File: src/hdl/split_frame_reassembler_core_macros.svh
// Assertion macros shared by the reassembler RTL.
// Included by modules that carry concurrent checks; no other dependencies.
`ifndef SPLIT_FRAME_REASSEMBLER_CORE_MACROS_SVH
`define SPLIT_FRAME_REASSEMBLER_CORE_MACROS_SVH
`ifndef ASSERT_OFF
// Check a property on every clock edge outside reset.
`define SFR_ASSERT(lbl, clk, rst, prop, msg) \
  lbl: assert property (@(posedge clk) disable iff (rst) (prop)) else $error(msg);
// Check a property on every clock edge, reset included.
`define SFR_ASSERT_ALWAYS(lbl, clk, prop, msg) \
  lbl: assert property (@(posedge clk) (prop)) else $error(msg);
`else
`define SFR_ASSERT(lbl, clk, rst, prop, msg)
`define SFR_ASSERT_ALWAYS(lbl, clk, prop, msg)
`endif
`endif

File: src/hdl/sfr_pkg.sv
// Shared types and constants for the split frame reassembler.
// No dependencies; used by every module of the block.
package sfr_pkg;

  localparam int FRAME_MAX = 255;
  localparam int BUF_DEPTH = 512;

  localparam logic [15:0] TIMEOUT_RESET = 16'd2000;
  localparam logic [7:0]  POS_LIMIT     = 8'(FRAME_MAX - 1);
  localparam logic [10:0] DEPTH_LIMIT   = 11'(BUF_DEPTH);
  localparam logic [15:0] AGE_MAX       = 16'hFFFF;

  // Item kinds carried in the action field
  localparam logic ACT_BYTE = 1'b0;
  localparam logic ACT_TICK = 1'b1;

  typedef enum logic [1:0] {
    MODE_IDLE   = 2'd0,
    MODE_START  = 2'd1,
    MODE_APPEND = 2'd2,
    MODE_SINGLE = 2'd3
  } sfr_mode_t;

  typedef struct packed {
    logic       action;
    logic [7:0] data_byte;
    logic       frame_first;
    logic       frame_last;
  } sfr_in_t;

  typedef struct packed {
    logic       write_valid;
    logic [8:0] write_address;
    logic [7:0] write_data;
    logic       deliver;
    logic [8:0] deliver_length;
    logic       partial_dropped;
  } sfr_out_t;

endpackage

File: src/hdl/sfr_in_stage.sv
// Input register of the reassembler: holds one accepted item until it is processed.
// Depends on sfr_pkg for the item type.
module sfr_in_stage
  import sfr_pkg::*;
(
  input  logic    clk,
  input  logic    rst,
  input  logic    item_valid,
  output logic    item_stall,
  input  sfr_in_t item,
  input  logic    downstream_ready,
  output logic    step,
  output sfr_in_t held_item
);

  logic full;

  // Process the held item whenever the result register can take its result
  assign step       = full && downstream_ready;
  assign item_stall = full && !downstream_ready;

  // Track occupancy
  always_ff @(posedge clk) begin
    if (rst) begin
      full <= 1'b0;
    end else if (item_valid && !item_stall) begin
      full <= 1'b1;
    end else if (step) begin
      full <= 1'b0;
    end
  end

  // Load payload on each transfer
  always_ff @(posedge clk) begin
    if (item_valid && !item_stall) begin
      held_item <= item;
    end
  end

endmodule

File: src/hdl/sfr_engine.sv
// Reassembly state and per-item decision logic of the split frame reassembler.
// Depends on sfr_pkg and the assertion macros header.
`include "split_frame_reassembler_core_macros.svh"
module sfr_engine
  import sfr_pkg::*;
(
  input  logic        clk,
  input  logic        rst,
  input  logic        cfg_write_enable,
  input  logic [15:0] cfg_write_data,
  input  logic        step,
  input  sfr_in_t     cur,
  output sfr_out_t    result
);

  logic [15:0] split_timeout_ticks;

  logic        held_pending, held_pending_next;
  logic [3:0]  held_tag, held_tag_next;
  logic [7:0]  held_length, held_length_next;
  logic [15:0] held_age, held_age_next;
  logic [7:0]  header_latch, header_latch_next;
  logic [7:0]  frame_position, frame_position_next;
  sfr_mode_t   frame_mode, frame_mode_next;
  logic [8:0]  write_base, write_base_next;

  logic        is_tick;
  logic        is_payload;
  logic [9:0]  addr_sum;
  logic        write_ok;
  logic [7:0]  pos_inc;
  logic [15:0] age_inc;
  logic        expire;
  logic        drop_held;

  // Shared decode of the current item
  assign is_tick    = (cur.action == ACT_TICK);
  assign is_payload = (cur.action == ACT_BYTE) && !cur.frame_first
                      && (frame_mode != MODE_IDLE);
  assign addr_sum   = {1'b0, write_base} + {2'b00, frame_position};
  assign write_ok   = (frame_position < POS_LIMIT) && ({1'b0, addr_sum} < DEPTH_LIMIT);
  assign pos_inc    = write_ok ? frame_position + 8'd1 : frame_position;
  assign age_inc    = (held_age == AGE_MAX) ? held_age : held_age + 16'd1;
  assign expire     = is_tick && held_pending && (frame_mode == MODE_IDLE)
                      && (age_inc > split_timeout_ticks);
  assign drop_held  = is_payload && (frame_position == 8'd0)
                      && (frame_mode != MODE_APPEND) && held_pending;

  // Next state
  always_comb begin
    held_pending_next   = held_pending;
    held_tag_next       = held_tag;
    held_length_next    = held_length;
    held_age_next       = held_age;
    header_latch_next   = header_latch;
    frame_position_next = frame_position;
    frame_mode_next     = frame_mode;
    write_base_next     = write_base;
    if (is_tick) begin
      if (held_pending) begin
        held_age_next = age_inc;
      end
      if (expire) begin
        held_pending_next = 1'b0;
        held_length_next  = 8'd0;
      end
    end else if (cur.frame_first) begin
      frame_mode_next     = MODE_IDLE;
      frame_position_next = 8'd0;
      if (!cur.frame_last) begin
        header_latch_next = cur.data_byte;
        if (cur.data_byte[0]) begin
          if (held_pending && (held_tag == cur.data_byte[7:4])) begin
            frame_mode_next = MODE_APPEND;
            write_base_next = {1'b0, held_length};
          end else begin
            frame_mode_next = MODE_START;
            write_base_next = 9'd0;
          end
        end else begin
          frame_mode_next = MODE_SINGLE;
          write_base_next = 9'd0;
        end
      end
    end else if (is_payload) begin
      if (drop_held) begin
        held_pending_next = 1'b0;
        held_length_next  = 8'd0;
      end
      frame_position_next = pos_inc;
      if (cur.frame_last) begin
        case (frame_mode)
          MODE_START: begin
            held_pending_next = 1'b1;
            held_tag_next     = header_latch[7:4];
            held_length_next  = pos_inc;
            held_age_next     = 16'd0;
          end
          MODE_APPEND: begin
            held_pending_next = 1'b0;
            held_length_next  = 8'd0;
          end
          default: begin
          end
        endcase
        frame_mode_next     = MODE_IDLE;
        frame_position_next = 8'd0;
      end
    end
  end

  // Result fields
  always_comb begin
    result = '0;
    result.partial_dropped = drop_held || expire;
    if (is_payload) begin
      if (write_ok) begin
        result.write_valid   = 1'b1;
        result.write_address = addr_sum[8:0];
        result.write_data    = cur.data_byte;
      end
      if (cur.frame_last) begin
        case (frame_mode)
          MODE_APPEND: begin
            result.deliver        = 1'b1;
            result.deliver_length = {1'b0, held_length} + {1'b0, pos_inc};
          end
          MODE_SINGLE: begin
            result.deliver        = 1'b1;
            result.deliver_length = {1'b0, pos_inc};
          end
          default: begin
          end
        endcase
      end
    end
  end

  // Timeout register
  always_ff @(posedge clk) begin
    if (rst) begin
      split_timeout_ticks <= TIMEOUT_RESET;
    end else if (cfg_write_enable) begin
      split_timeout_ticks <= cfg_write_data;
    end
  end

  // Advance state once per processed item
  always_ff @(posedge clk) begin
    if (rst) begin
      held_pending   <= 1'b0;
      held_tag       <= 4'd0;
      held_length    <= 8'd0;
      held_age       <= 16'd0;
      header_latch   <= 8'd0;
      frame_position <= 8'd0;
      frame_mode     <= MODE_IDLE;
      write_base     <= 9'd0;
    end else if (step) begin
      held_pending   <= held_pending_next;
      held_tag       <= held_tag_next;
      held_length    <= held_length_next;
      held_age       <= held_age_next;
      header_latch   <= header_latch_next;
      frame_position <= frame_position_next;
      frame_mode     <= frame_mode_next;
      write_base     <= write_base_next;
    end
  end

  `SFR_ASSERT(a_idle_pos_zero, clk, rst, (frame_mode == MODE_IDLE) |-> (frame_position == 8'd0), "frame position nonzero while idle")
  `SFR_ASSERT(a_empty_len_zero, clk, rst, !held_pending |-> (held_length == 8'd0), "held length kept without a held part")
  `SFR_ASSERT(a_pos_bound, clk, rst, frame_position <= POS_LIMIT, "frame position past frame limit")
  `SFR_ASSERT(a_no_step_hold, clk, rst, !step |=> $stable(frame_mode) && $stable(held_pending), "state moved without a processed item")

endmodule

File: src/hdl/sfr_out_stage.sv
// Result register of the reassembler: presents one result until it is transferred.
// Depends on sfr_pkg for the result type.
module sfr_out_stage
  import sfr_pkg::*;
(
  input  logic     clk,
  input  logic     rst,
  input  logic     load,
  input  sfr_out_t next_result,
  output logic     ready,
  output logic     result_valid,
  input  logic     result_stall,
  output sfr_out_t result
);

  // Free when empty or when the current result leaves this cycle
  assign ready = !result_valid || !result_stall;

  // Track occupancy
  always_ff @(posedge clk) begin
    if (rst) begin
      result_valid <= 1'b0;
    end else if (load) begin
      result_valid <= 1'b1;
    end else if (!result_stall) begin
      result_valid <= 1'b0;
    end
  end

  // Capture the new result
  always_ff @(posedge clk) begin
    if (load) begin
      result <= next_result;
    end
  end

endmodule

File: src/hdl/split_frame_reassembler_core.sv
// Split frame reassembler: receive bytes and ticks in, buffer writes and deliveries out.
// Usage:
//   Input channel (item_valid / item_stall / item) carries one received byte or one
//   tick per transfer. Frame bytes are marked with frame_first / frame_last; the first
//   byte is the header (tag in bits 7..4, split flag in bit 0).
//   Output channel (result_valid / result_stall / result) returns exactly one result per
//   input transfer: a packet buffer write, a delivery notice and a drop flag.
//   cfg_write_enable / cfg_write_data set the timeout in ticks; write only while idle.
// Timing:
//   One item per cycle sustained while result_stall is low. The input transfer loads
//   the input register, and the item is processed into the result register once that
//   register can take it; result_valid rises when the result register is loaded.
//   When result_stall is held, the result register holds, then the input register
//   fills and item_stall rises; nothing is lost or repeated.
// Reset:
//   rst is synchronous. It empties both registers, clears the held fragment and
//   frame state, and loads the timeout with 2000 ticks.
// Depends on sfr_pkg, sfr_in_stage, sfr_engine and sfr_out_stage.
module split_frame_reassembler_core
  import sfr_pkg::*;
(
  input  logic        clk,
  input  logic        rst,
  input  logic        item_valid,
  output logic        item_stall,
  input  sfr_in_t     item,
  output logic        result_valid,
  input  logic        result_stall,
  output sfr_out_t    result,
  input  logic        cfg_write_enable,
  input  logic [15:0] cfg_write_data
);

  logic     out_ready;
  logic     step;
  sfr_in_t  cur;
  sfr_out_t next_result;

  sfr_in_stage u_in (
    .clk              (clk),
    .rst              (rst),
    .item_valid       (item_valid),
    .item_stall       (item_stall),
    .item             (item),
    .downstream_ready (out_ready),
    .step             (step),
    .held_item        (cur)
  );

  sfr_engine u_engine (
    .clk              (clk),
    .rst              (rst),
    .cfg_write_enable (cfg_write_enable),
    .cfg_write_data   (cfg_write_data),
    .step             (step),
    .cur              (cur),
    .result           (next_result)
  );

  sfr_out_stage u_out (
    .clk          (clk),
    .rst          (rst),
    .load         (step),
    .next_result  (next_result),
    .ready        (out_ready),
    .result_valid (result_valid),
    .result_stall (result_stall),
    .result       (result)
  );

endmodule
File: config.mk
export PLATFORM = sky130hd
export DESIGN_NAME = split_frame_reassembler_core
export DESIGN_NICKNAME = d
export VERILOG_FILES = /design/src/hdl/sfr_pkg.sv /design/src/hdl/sfr_in_stage.sv /design/src/hdl/sfr_engine.sv /design/src/hdl/sfr_out_stage.sv /design/src/hdl/split_frame_reassembler_core.sv
export VERILOG_INCLUDE_DIRS = /design/src /design/src/hdl
export SDC_FILE = /design/constraint.sdc
export NUM_CORES = 1
export LEC_CHECK = 0
export BUFFER_PORTS_ARGS = -buffer_cell sky130_fd_sc_hd__buf_2
export CAP_MARGIN = 20
export CORE_UTILIZATION = 35
export DETAILED_ROUTE_END_ITERATION = 8
export PLACE_DENSITY = 0.57
export SLEW_MARGIN = 0
export SYNTH_ARGS = -nofsm -noshare
export SYNTH_HDL_FRONTEND = slang
export SYNTH_SLANG_ARGS = --single-unit
File: constraint.sdc
create_clock -name clk -period 4 [get_ports clk]
set_input_delay 0.4 -clock clk [delete_from_list [all_inputs] [get_ports clk]]
set_output_delay 0.4 -clock clk [all_outputs]
set_load 0.03 [all_outputs]
==> impl_results.md, run 1 <==
- Worst hold start: item[5]
- Post-Synthesis Cell Area: 0.00591 sq mm
- ANT cells: 0
- Final Cycle Share: 93.1%
- Final Hold Viols: 0
- Final core utilization: 40.8%
- RR Endpoint: u_engine.held_length[0]
- Post-DRT Antenna Nets: 0
- # clock sinks: 109
- Min-Delay Path Class: in2reg
- Pin count of the biggest net entering global routing: 56
- Synthesized instance count: 633
- Placed cell count: 896
- Die Y: 132 microns
- Status: finished, final reports clean
- CP max stage cell: or4_4
- WL/cell: 14.9 microns
- CP Cell Sequence: nand4_1 > nor4_1 > nand3_1 > mux2_2 > ha_1 > nand4_2 > or4_4 > o2111ai_2 > a31oi_4 > o21ai_4 > o32ai_2
- #FFs+latches synth: 109
- Fin cells: 912
- Residual DRC count: 0
- Unrepaired setup endpoints after global routing: false
- First-pass GRT wire length: 22600 microns
- Reported leakage power: 2.65 nW
- Clk_lat worst skew: 0.36 ns
- Resize count post-CTS: 0
- Setup TNS: 0 ns
- Syn Nets: 706
- Vias in the first global route: 4524
- Minimum clock period: 3.72 ns
- CP endpoint kind: flip-flop
- Synth cell count leaders: nand2_1 (76), dfxtp_1 (69), nor2_1 (61)
- DRT Wirelength: 13500 microns
- Layout net count: 760
- Pins Over Slew Limit: 0
- Routed via count: 4668
- PD cells: 330 mW/mm^2
- Cell variety after synth: 61
- Die Span X: 132 microns
- Post-CTS setup buffer count: 0
- Final global-route overflow total: 0
- First-pass iteration count of the detailed router: 4
- Critical Path RT: 4.22 ns
- Root Buffer: clkbuf_16
- Yosys top cell by area: dfxtp_1
- # setup viols final: 0
- Detailed placement HPWL: 9950 microns
- Dpl cell area: 0.00644 sq mm
- Rows: 47
- Grt peak-use layer: met2
- Share of layout cells above drive strength 1: 15.3%
- Slew headroom: 33.4%
- Max IR drop VDD: 0.276 mV
- R2r setup slk: 0.28 ns
- Number of synthesized flops with an enable pin: 40
- Post-Syn Area per Cell: 9.34 sq um
- Initial core utilization: 35.8%
- Crit Path Class: reg2reg
- Ports: 63
- Antenna violations before repair: 0
- Max-cap violations: 0
- Area growth syn-to-layout: 13.9%
- CTS Buf Count: 9
- Core Region: 0.0165 sq mm
- CTS tree: done
- GR Util met2: 27.7%
- Crit path DAT: 3.95 ns
- Startpoint types: flip-flop
- Worst R2R Start: u_engine.held_age[3]
- Global placer's final weighted congestion: 0.852
- Die ar.: 0.0174 sq mm
- Sequential share of the synthesized area: 43.7%
- Top cell type's share of synthesized area: 23.4%
- Max Fclk: 269 MHz
- Worst-margin pin slew: 0.997 ns
- Post-synth ARST share: 0%
- Crit path max fanout: 8
- GRT Overall Usage: 16.3%
- Cell area after layout: 0.00674 sq mm
- Hold Path Depth: 1
- Pre-CTS setup slack: 0.298 ns
- Clk_skew: 0.0145 ns
- M1 GR Usage: 20.1%
- M3 GR Usage: 3.88%
- Largest stage delay on the critical path: 0.58 ns
- CTS H-tree depth: 3
- Cell with the most instances after synthesis: nand2_1
- Top area cells in the synthesized netlist: dfxtp_1 (23%), edfxtp_1 (20%), ha_1 (8.3%), nand2_1 (4.8%), a21oi_1 (3.9%)
- Port bufs: 62
- Final setup margin: 0.276 ns
- CTS Buffer Depth: 2
- Hold_buf cts: 0
- Worst-path clk slew: 0.08 ns
- Synth warn: 0
- Drt via density: 5.12
- Top FF cell, synth: dfxtp_1
- Hold Path End: u_in.held_item[5]
- Initial DRC count: 266
- R2R depth: 11
per-layer routing:
layer,vias to the layer above,share of wire (%),wire [microns]
li1,2364,-,-
met1,2202,46,6170
met2,83,49,6620
met3,19,3.7,505
met4,0,1.9,255
met5,-,0,0
critical path, delay by kind of cell, from the launching register on:
kind            cells  cell delay, ns
mux                 1            0.31
simple gates        5            1.64
fa+ha+maj           1            0.34
flops               1            0.45
compound gates      4            0.84
worst max-delay path by stage:
stage                               startpoint                 endpoint  depth (start not counted)
after global routing      u_engine.held_age[3]  u_engine.held_length[3]                         11
after CTS                 u_engine.held_age[3]  u_engine.held_length[0]                         11
after floorplan           u_engine.held_age[8]    u_engine.held_pending                         12
after detailed placement  u_engine.held_age[3]    u_engine.held_pending                         11
final                     u_engine.held_age[3]  u_engine.held_length[0]                         11
after global placement    u_engine.held_age[3]    u_engine.held_pending                         11
stage by stage:
stage,total power [mW],hold slack [ns]
after CTS,2.25,0.198
final,2.22,0.209
after detailed placement,1.36,0.450
after floorplan,1.31,0.436
after global placement,1.36,0.442
after global routing,2.31,0.192
registers in the layout, summed over array words and instances (netlist names):
register,flops
u_out.result,29
u_engine.held_age,16
u_engine.split_timeout_ticks,16
u_in.held_item,11
u_engine.frame_position,8
u_engine.held_length,8
u_engine.write_base,8
u_engine.header_latch,4
u_engine.held_tag,4
u_engine.frame_mode,2
u_engine.held_pending,1
u_in.full,1
u_out.result_valid,1
cells by family after synthesis:
kind of cell             count (synthesis)  share of synthesized area [%]
AO/OA/AOI/OAI                          136                           16.6
XOR/XNOR                                24                           3.55
adder cells (fa/ha/maj)                 41                           8.93
buffers and inverters                   66                           4.21
flip-flops                             109                           43.7
multiplexers                            18                           3.17
AND/OR/NAND/NOR                        239                           19.8
cell usage in the layout (no fill, tap or decap), types with 8 or more instances in the layout:
master,n
dfxtp_1,69
edfxtp_1,40
o21a_1,9
nor2b_1,9
o32ai_2,8
a21oi_1,46
mux2i_1,15
o211ai_1,9
inv_1,42
and3_1,15
clkbuf_16,9
o21ai_0,13
nand4_1,8
nand2_1,76
buf_2,62
xnor2_1,15
nor2_1,61
ha_1,39
a21o_1,12
nand3_1,16
xor2_1,9
nor3_1,20
a22oi_1,14
where the power goes:
| group | internal [mW] | total, mW | switching (mW) |
|---|---|---|---|
| registers | 1.18 | 1.19 | 0.0172 |
| clock network | 0.439 | 0.891 | 0.452 |
| logic | 0.0442 | 0.139 | 0.0950 |
| total | 1.66 | 2.22 | 0.564 |
layout make-up:
class / instances / area, sq um
flip-flops and latches: 109 / 2580
fillers: 1675 / 9790
repair buffers: 66 / 340
inverters: 43 / 161
clock inverters: 7 / 67.6
well taps: 220 / 275
clock buffers: 9 / 225
multi-input cells: 458 / 3080
Note: power is estimated with default switching activity, not from simulation.
==> run 2, diff against run 1 <==
--- a/config.mk
+++ b/config.mk
@@ -11,6 +11,7 @@
 export CORE_UTILIZATION = 35
 export DETAILED_ROUTE_END_ITERATION = 8
 export PLACE_DENSITY = 0.57
+export RECOVER_POWER = 50
 export SLEW_MARGIN = 0
 export SYNTH_ARGS = -nofsm -noshare
 export SYNTH_HDL_FRONTEND = slang
==> run 2 against run 1 <==
Worst setup slack worse by 0.0012 ns. Flip-flop and latch count stayed put. Die area stayed put. Critical path depth stayed put. Utilization is 0.26 points lower. Hold slack hardly changed. Clock skew hardly changed. Clock power hardly changed. Sequential power hardly changed. Sequential share of layout area is 0.25 points higher. Design area is 0.65% lower. Largest cell class unchanged. Largest power group unchanged. Highest routed layer unchanged.
==> impl_results.md, run 2 (synthesized netlist as in run 1, its figures left out) <==
- Status: finished, final reports clean (unchanged)
- DRT Wirelength: 13600 microns (was 13500 microns)
- R2R depth: 11 (unchanged)
- CTS Buffer Depth: 2 (unchanged)
- # setup viols final: 0 (unchanged)
- Startpoint types: flip-flop (unchanged)
- Antenna violations before repair: 0 (unchanged)
- Detailed placement HPWL: 9950 microns (unchanged)
- Area growth syn-to-layout: 13.1% (was 13.9%)
- Share of layout cells above drive strength 1: 10.5% (was 15.3%)
- Clk_lat worst skew: 0.36 ns (about the same)
- Crit path DAT: 3.95 ns (about the same)
- Clk_skew: 0.0143 ns (was 0.0145 ns)
- Power Total: 2.22 mW (about the same)
- WL/cell: 14.9 microns (about the same)
- Reported leakage power: 2.55 nW (was 2.65 nW)
- Hold_buf cts: 0 (unchanged)
- Crit Path Class: reg2reg (unchanged)
- Most frequent cells in the layout: nand2_1 (76), dfxtp_1 (69), nor2_1 (61) (was nand2_1 (76), dfxtp_1 (69), buf_2 (62))
- Max-cap violations: 0 (unchanged)
- M3 GR Usage: 3.88% (unchanged)
- Die Y: 132 microns (unchanged)
- Die Span X: 132 microns (unchanged)
- Resize count post-CTS: 0 (unchanged)
- First-pass GRT wire length: 22600 microns (unchanged)
- Post-DRT Antenna Nets: 0 (unchanged)
- Initial DRC count: 243 (was 266)
- Layout net count: 760 (unchanged)
- Pins Over Slew Limit: 0 (unchanged)
- Cell area after layout: 0.00669 sq mm (was 0.00674 sq mm)
- GR Util met2: 27.7% (unchanged)
- Root Buffer: clkbuf_16 (unchanged)
- Setup TNS: 0 ns (unchanged)
- Pre-CTS setup slack: 0.298 ns (unchanged)
- Commonest non-fill, non-tap cell in the layout: nand2_1 (unchanged)
- Pin count of the biggest net entering global routing: 56 (unchanged)
- Core Region: 0.0165 sq mm (unchanged)
- ANT cells: 0 (unchanged)
- Global placer's final weighted congestion: 0.852 (unchanged)
- Die ar.: 0.0174 sq mm (unchanged)
- Grt peak-use layer: met2 (unchanged)
- Final hold slack: 0.209 ns (about the same)
- # clock sinks: 109 (unchanged)
- RR Endpoint: u_engine.held_length[0] (unchanged)
- Min-Delay Path Class: in2reg (unchanged)
- Dpl cell area: 0.00644 sq mm (unchanged)
- Max IR drop VDD: 0.276 mV (about the same)
- GRT Overall Usage: 16.3% (unchanged)
- CTS tree: done (unchanged)
- Initial core utilization: 35.8% (unchanged)
- CTS H-tree depth: 3 (unchanged)
- Critical Path RT: 4.22 ns (about the same)
- Worst R2R Start: u_engine.held_age[3] (unchanged)
- PD cells: 332 mW/mm^2 (was 330 mW/mm^2)
- M1 GR Usage: 20.1% (unchanged)
- Biggest register: u_out.result (unchanged)
- Max Fclk: 268 MHz (was 269 MHz)
- Hold Path Depth: 1 (unchanged)
- Unrepaired setup endpoints after global routing: false (unchanged)
- Vias in the first global route: 4524 (unchanged)
- Drt via density: 5.16 (was 5.12)
- Final core utilization: 40.5% (was 40.8%)
- Placed cell count: 896 (unchanged)
- Ports: 63 (unchanged)
- Largest regs: u_out.result: 29 flops, u_engine.held_age: 16 flops, u_engine.split_timeout_ticks: 16 flops (unchanged)
- Final setup margin: 0.275 ns (was 0.276 ns)
- Hold Path End: u_in.held_item[4] (was u_in.held_item[5])
- Final Hold Viols: 0 (unchanged)
- Routed via count: 4702 (was 4668)
- Minimum clock period: 3.73 ns (was 3.72 ns)
- Worst-path clk slew: 0.08 ns (about the same)
- First-pass iteration count of the detailed router: 4 (unchanged)
- R2r setup slk: 0.27 ns (was 0.28 ns)
- CTS Buf Count: 9 (unchanged)
- Final Cycle Share: 93.1% (about the same)
- Max FFs per register: 29 (unchanged)
- Worst-margin pin slew: 1.11 ns (was 0.997 ns)
- Rows: 47 (unchanged)
- CP endpoint kind: flip-flop (unchanged)
- Post-CTS setup buffer count: 0 (unchanged)
- Port bufs: 62 (unchanged)
- Final global-route overflow total: 0 (unchanged)
- Fin cells: 912 (unchanged)
- Worst hold start: item[4] (was item[5])
- Slew headroom: 26.3% (was 33.4%)
- Residual DRC count: 0 (unchanged)
- Crit path max fanout: 8 (unchanged)
## run 2: worst max-delay path: stages (launching register included)
cell and delay [ns]:
dfxtp_1 0.45, nand4_1 0.21, nor4_1 0.53, nand3_1 0.15, mux2_2 0.31, ha_1 0.34
nand4_2 0.17, or4_4 0.58, o2111ai_2 0.26, a31oi_4 0.08, o21ai_4 0.36, o32ai_2 0.14
## run 2: worst max-delay path by stage
stage | slack, ns | depth (start not counted) | start | endpoint
after floorplan | 0.58 | 12 | u_engine.held_age[8] | u_engine.held_pending
after global placement | 0.37 | 11 | u_engine.held_age[3] | u_engine.held_pending
after detailed placement | 0.30 | 11 | u_engine.held_age[3] | u_engine.held_pending
after CTS | 0.27 | 11 | u_engine.held_age[3] | u_engine.held_length[0]
after global routing | 0.03 | 11 | u_engine.held_age[3] | u_engine.held_length[3]
final | 0.27 | 11 | u_engine.held_age[3] | u_engine.held_length[0]
## run 2: area by class of cell
cell class | count | area [sq um]
fillers | 1688 | 9830
multi-input cells | 458 | 3080
flip-flops and latches | 109 | 2580
repair buffers | 66 | 297
well taps | 220 | 275
clock buffers | 9 | 225
inverters | 43 | 161
clock inverters | 7 | 67.6
## run 2: power breakdown
group	internal [mW]	switching, mW	total (mW)
clock network	0.439	0.452	0.891
registers	1.18	0.0177	1.20
logic	0.0401	0.0948	0.135
total	1.66	0.564	2.22
## run 2: metal layers
metal,vias up,part of all wire [%]
met5,-,0
li1,2365,-
met1,2228,46
met4,0,1.9
met3,19,3.8
met2,90,49
==> run 3, diff against run 2 <==
--- a/config.mk
+++ b/config.mk
@@ -8,9 +8,9 @@
 export LEC_CHECK = 0
 export BUFFER_PORTS_ARGS = -buffer_cell sky130_fd_sc_hd__buf_2
 export CAP_MARGIN = 20
-export CORE_UTILIZATION = 35
+export CORE_UTILIZATION = 50
 export DETAILED_ROUTE_END_ITERATION = 8
-export PLACE_DENSITY = 0.57
+export PLACE_DENSITY = 0.75
 export RECOVER_POWER = 50
 export SLEW_MARGIN = 0
 export SYNTH_ARGS = -nofsm -noshare
==> run 3 against run 2 <==
Sequential power about the same. Utilization up 17 points. Register-to-register slack better by 0.02 ns. Hold slack better by 0.0097 ns. Clock-buffer cell count rose by 2. Highest routed layer unchanged. The flow now finishes with violations (capacitance limit, slew limit). Critical endpoint is now u_engine.held_pending. Worst setup slack improved by 0.023 ns. Cell count decreased by 8.6%. Flip-flop and latch count unchanged. Non-clock buffer count shrank 1. Power down 0.91%. Largest power group unchanged. Clock power fell by 2%. Maximum frequency is 0.61% higher.
==> impl_results.md, run 3 (synthesized netlist as in run 1, its figures left out) <==
- CTS H-tree depth: 3 (unchanged)
- Rows: 39 (was 47)
- Pin count of the biggest net entering global routing: 57 (was 56)
- Crit Path Class: reg2reg (unchanged)
- Violated checks: capacitance limit, slew limit
- Residual DRC count: 0 (unchanged)
- Clk pwr share: 39.6% (was 40.1%)
- Pins Over Slew Limit: 32 (was 0)
- Status: finished with violations (was finished, final reports clean)
- Filler Cell Count: 1006 (was 1688)
- Unrepaired setup endpoints after global routing: false (unchanged)
- Critical Path RT: 4.24 ns (was 4.22 ns)
- GRT Overall Usage: 21.9% (was 16.3%)
- First-pass iteration count of the detailed router: 5 (was 4)
- Sw frac: 23.6% (was 25.4%)
- CTS Buf Count: 9 (unchanged)
- Grt peak-use layer: met2 (unchanged)
- Max Fclk: 270 MHz (was 268 MHz)
- Port bufs: 62 (unchanged)
- Final Cycle Share: 92.6% (was 93.1%)
- Die ar.: 0.0123 sq mm (was 0.0174 sq mm)
- PD cells: 334 mW/mm^2 (was 332 mW/mm^2)
- Largest stage delay on the critical path: 0.59 ns (was 0.58 ns)
- M1 GR Usage: 28.6% (was 20.1%)
- Min-Delay Path Class: in2reg (unchanged)
- Max-cap violations: 1 (was 0)
- Drt via density: 5.78 (was 5.16)
- Worst-path clk slew: 0.07 ns (was 0.08 ns)
- M3 GR Usage: 2.68% (was 3.88%)
- ANT cells: 0 (unchanged)
- Die Span X: 111 microns (was 132 microns)
- DRT Wirelength: 13000 microns (was 13600 microns)
- Routed via count: 4821 (was 4702)
- CP endpoint kind: flip-flop (unchanged)
- Total area of sequential cells: 0.00258 sq mm (unchanged)
- Crit path DAT: 3.95 ns (about the same)
- Most frequent cells in the layout: nand2_1 (76), dfxtp_1 (69), nor2_1 (61) (unchanged)
- Bufs and invs on worst path: 0 (unchanged)
- Max FFs per register: 29 (unchanged)
- WL/cell: 15.6 microns (was 14.9 microns)
- Clk_skew: 0.00758 ns (was 0.0143 ns)
- Core Region: 0.0115 sq mm (was 0.0165 sq mm)
- Pint: 1.68 mW (was 1.66 mW)
- Reported leakage power: 2.55 nW (about the same)
- R2r setup slk: 0.30 ns (was 0.27 ns)
- Largest regs: u_out.result: 29 flops, u_engine.held_age: 16 flops, u_engine.split_timeout_ticks: 16 flops (unchanged)
- Final global-route overflow total: 0 (unchanged)
- CTS tree: done (unchanged)
- Logic pwr share: 6.0% (was 6.1%)
- Final core utilization: 57.5% (was 40.5%)
- Slew headroom: -5.38% (was 26.3%)
- Area growth syn-to-layout: 11.5% (was 13.1%)
- Final Hold Viols: 0 (unchanged)
- # clock sinks: 109 (unchanged)
- Minimum clock period: 3.70 ns (was 3.73 ns)
- Detailed placement HPWL: 9460 microns (was 9950 microns)
- CP max stage cell: or4_4 (unchanged)
- Antenna violations before repair: 0 (unchanged)
- First-pass GRT wire length: 21800 microns (was 22600 microns)
- CP Cell Sequence: nand4_1 > nor4_1 > nand3_1 > mux2_2 > ha_1 > nand4_2 > or4_4 > a21o_1 > a31oi_4 > o21bai_2 > mux2_4 (was nand4_1 > nor4_1 > nand3_1 > mux2_2 > ha_1 > nand4_2 > or4_4 > o2111ai_2 > a31oi_4 > o21ai_4 > o32ai_2)
- Multi-input logic area: 0.00308 sq mm (unchanged)
- Resize count post-CTS: 0 (unchanged)
- Global placer's final weighted congestion: 0.891 (was 0.852)
- Vias in the first global route: 4604 (was 4524)
- Max IR drop VDD: 0.201 mV (was 0.276 mV)
- Root Buffer: clkbuf_16 (unchanged)
- Critical path's top delay family: simple AND/OR/NAND/NOR gates (unchanged)
- Clk_lat worst skew: 0.35 ns (was 0.36 ns)
- Worst-margin pin slew: 1.58 ns (was 1.11 ns)
- Commonest non-fill, non-tap cell in the layout: nand2_1 (unchanged)
- Initial DRC count: 358 (was 243)
- Share of layout cells above drive strength 1: 10.4% (was 10.5%)
- Setup TNS: 0 ns (unchanged)
- Sw Pwr: 519 uW (was 564 uW)
- Crit path max fanout: 8 (unchanged)
- CTS Buffer Depth: 2 (unchanged)
- Startpoint types: flip-flop (unchanged)
- Layout net count: 759 (was 760)
- Biggest register: u_out.result (unchanged)
- Hold_buf cts: 0 (unchanged)
- GR Util met2: 36.9% (was 27.7%)
- # setup viols final: 0 (unchanged)
- Initial core utilization: 51.6% (was 35.8%)
- Post-DRT Antenna Nets: 0 (unchanged)
- Post-CTS setup buffer count: 0 (unchanged)
- Seq pwr share: 54.3% (was 53.8%)
- Die Y: 111 microns (was 132 microns)
- Ports: 63 (unchanged)
## run 3: changes by cell type in the layout (fill, tap and decap cells not counted)
cell / previous run / this run
buf_4: 3 / 2
clkbuf_8: 0 / 2
clkinvlp_4: 0 / 1
inv_6: 2 / 0
inv_8: 1 / 0
## run 3: power groups by stage
stage / Combinational (mW) / Sequential, mW / Clock [mW]
after floorplan: 0.0691 / 1.24 / 0
after global placement: 0.131 / 1.22 / 0
after detailed placement: 0.137 / 1.22 / 0
after CTS: 0.138 / 1.19 / 0.887
after global routing: 0.144 / 1.20 / 0.932
final: 0.133 / 1.20 / 0.872
## run 3: area by class of cell
cell class	count	area share (%)
Clock buffer	11	3.83
Clock inverter	5	0.702
Inverter	43	2.45
Multi-Input combinational cell	458	46.8
Sequential cell	109	39.2
Tap cell	143	2.71
Timing Repair Buffer	65	4.38
## run 3: layer usage
layer  wire [microns]  up-vias
met4              279        0
met2             6240      152
li1                 -     2363
met5                0        -
met3              582       21
met1             5880     2285
## run 3: final timing paths
path	startpoint	to	cells after the start
min	item[8]	u_in.held_item[8]	1
min reg2reg	u_engine.header_latch[4]	u_engine.header_latch[4]	2
max	u_engine.held_age[3]	u_engine.held_pending	11
max reg2reg	u_engine.held_age[3]	u_engine.held_pending	11
## run 3: worst register-to-register path, delay by kind of cell, from the launching register on
| kind | cells | cell delay [ns] |
|---|---|---|
| compound gates | 3 | 0.57 |
| fa+ha+maj | 1 | 0.35 |
| flops | 1 | 0.48 |
| mux | 2 | 0.62 |
| simple gates | 5 | 1.58 |
## run 3: per-stage QoR
step                instances  setup WS [ns]  total power [mW]  hold WS, ns  cell area, sq um
finish                    834          0.297              2.20        0.218              6590
global route              834          0.104              2.28        0.210              6590
CTS                       834          0.308              2.22        0.212              6640
detailed placement        818          0.346              1.36        0.448              6340
global placement          818          0.444              1.35        0.442              6340
floorplan                 633          0.585              1.31        0.436              5910
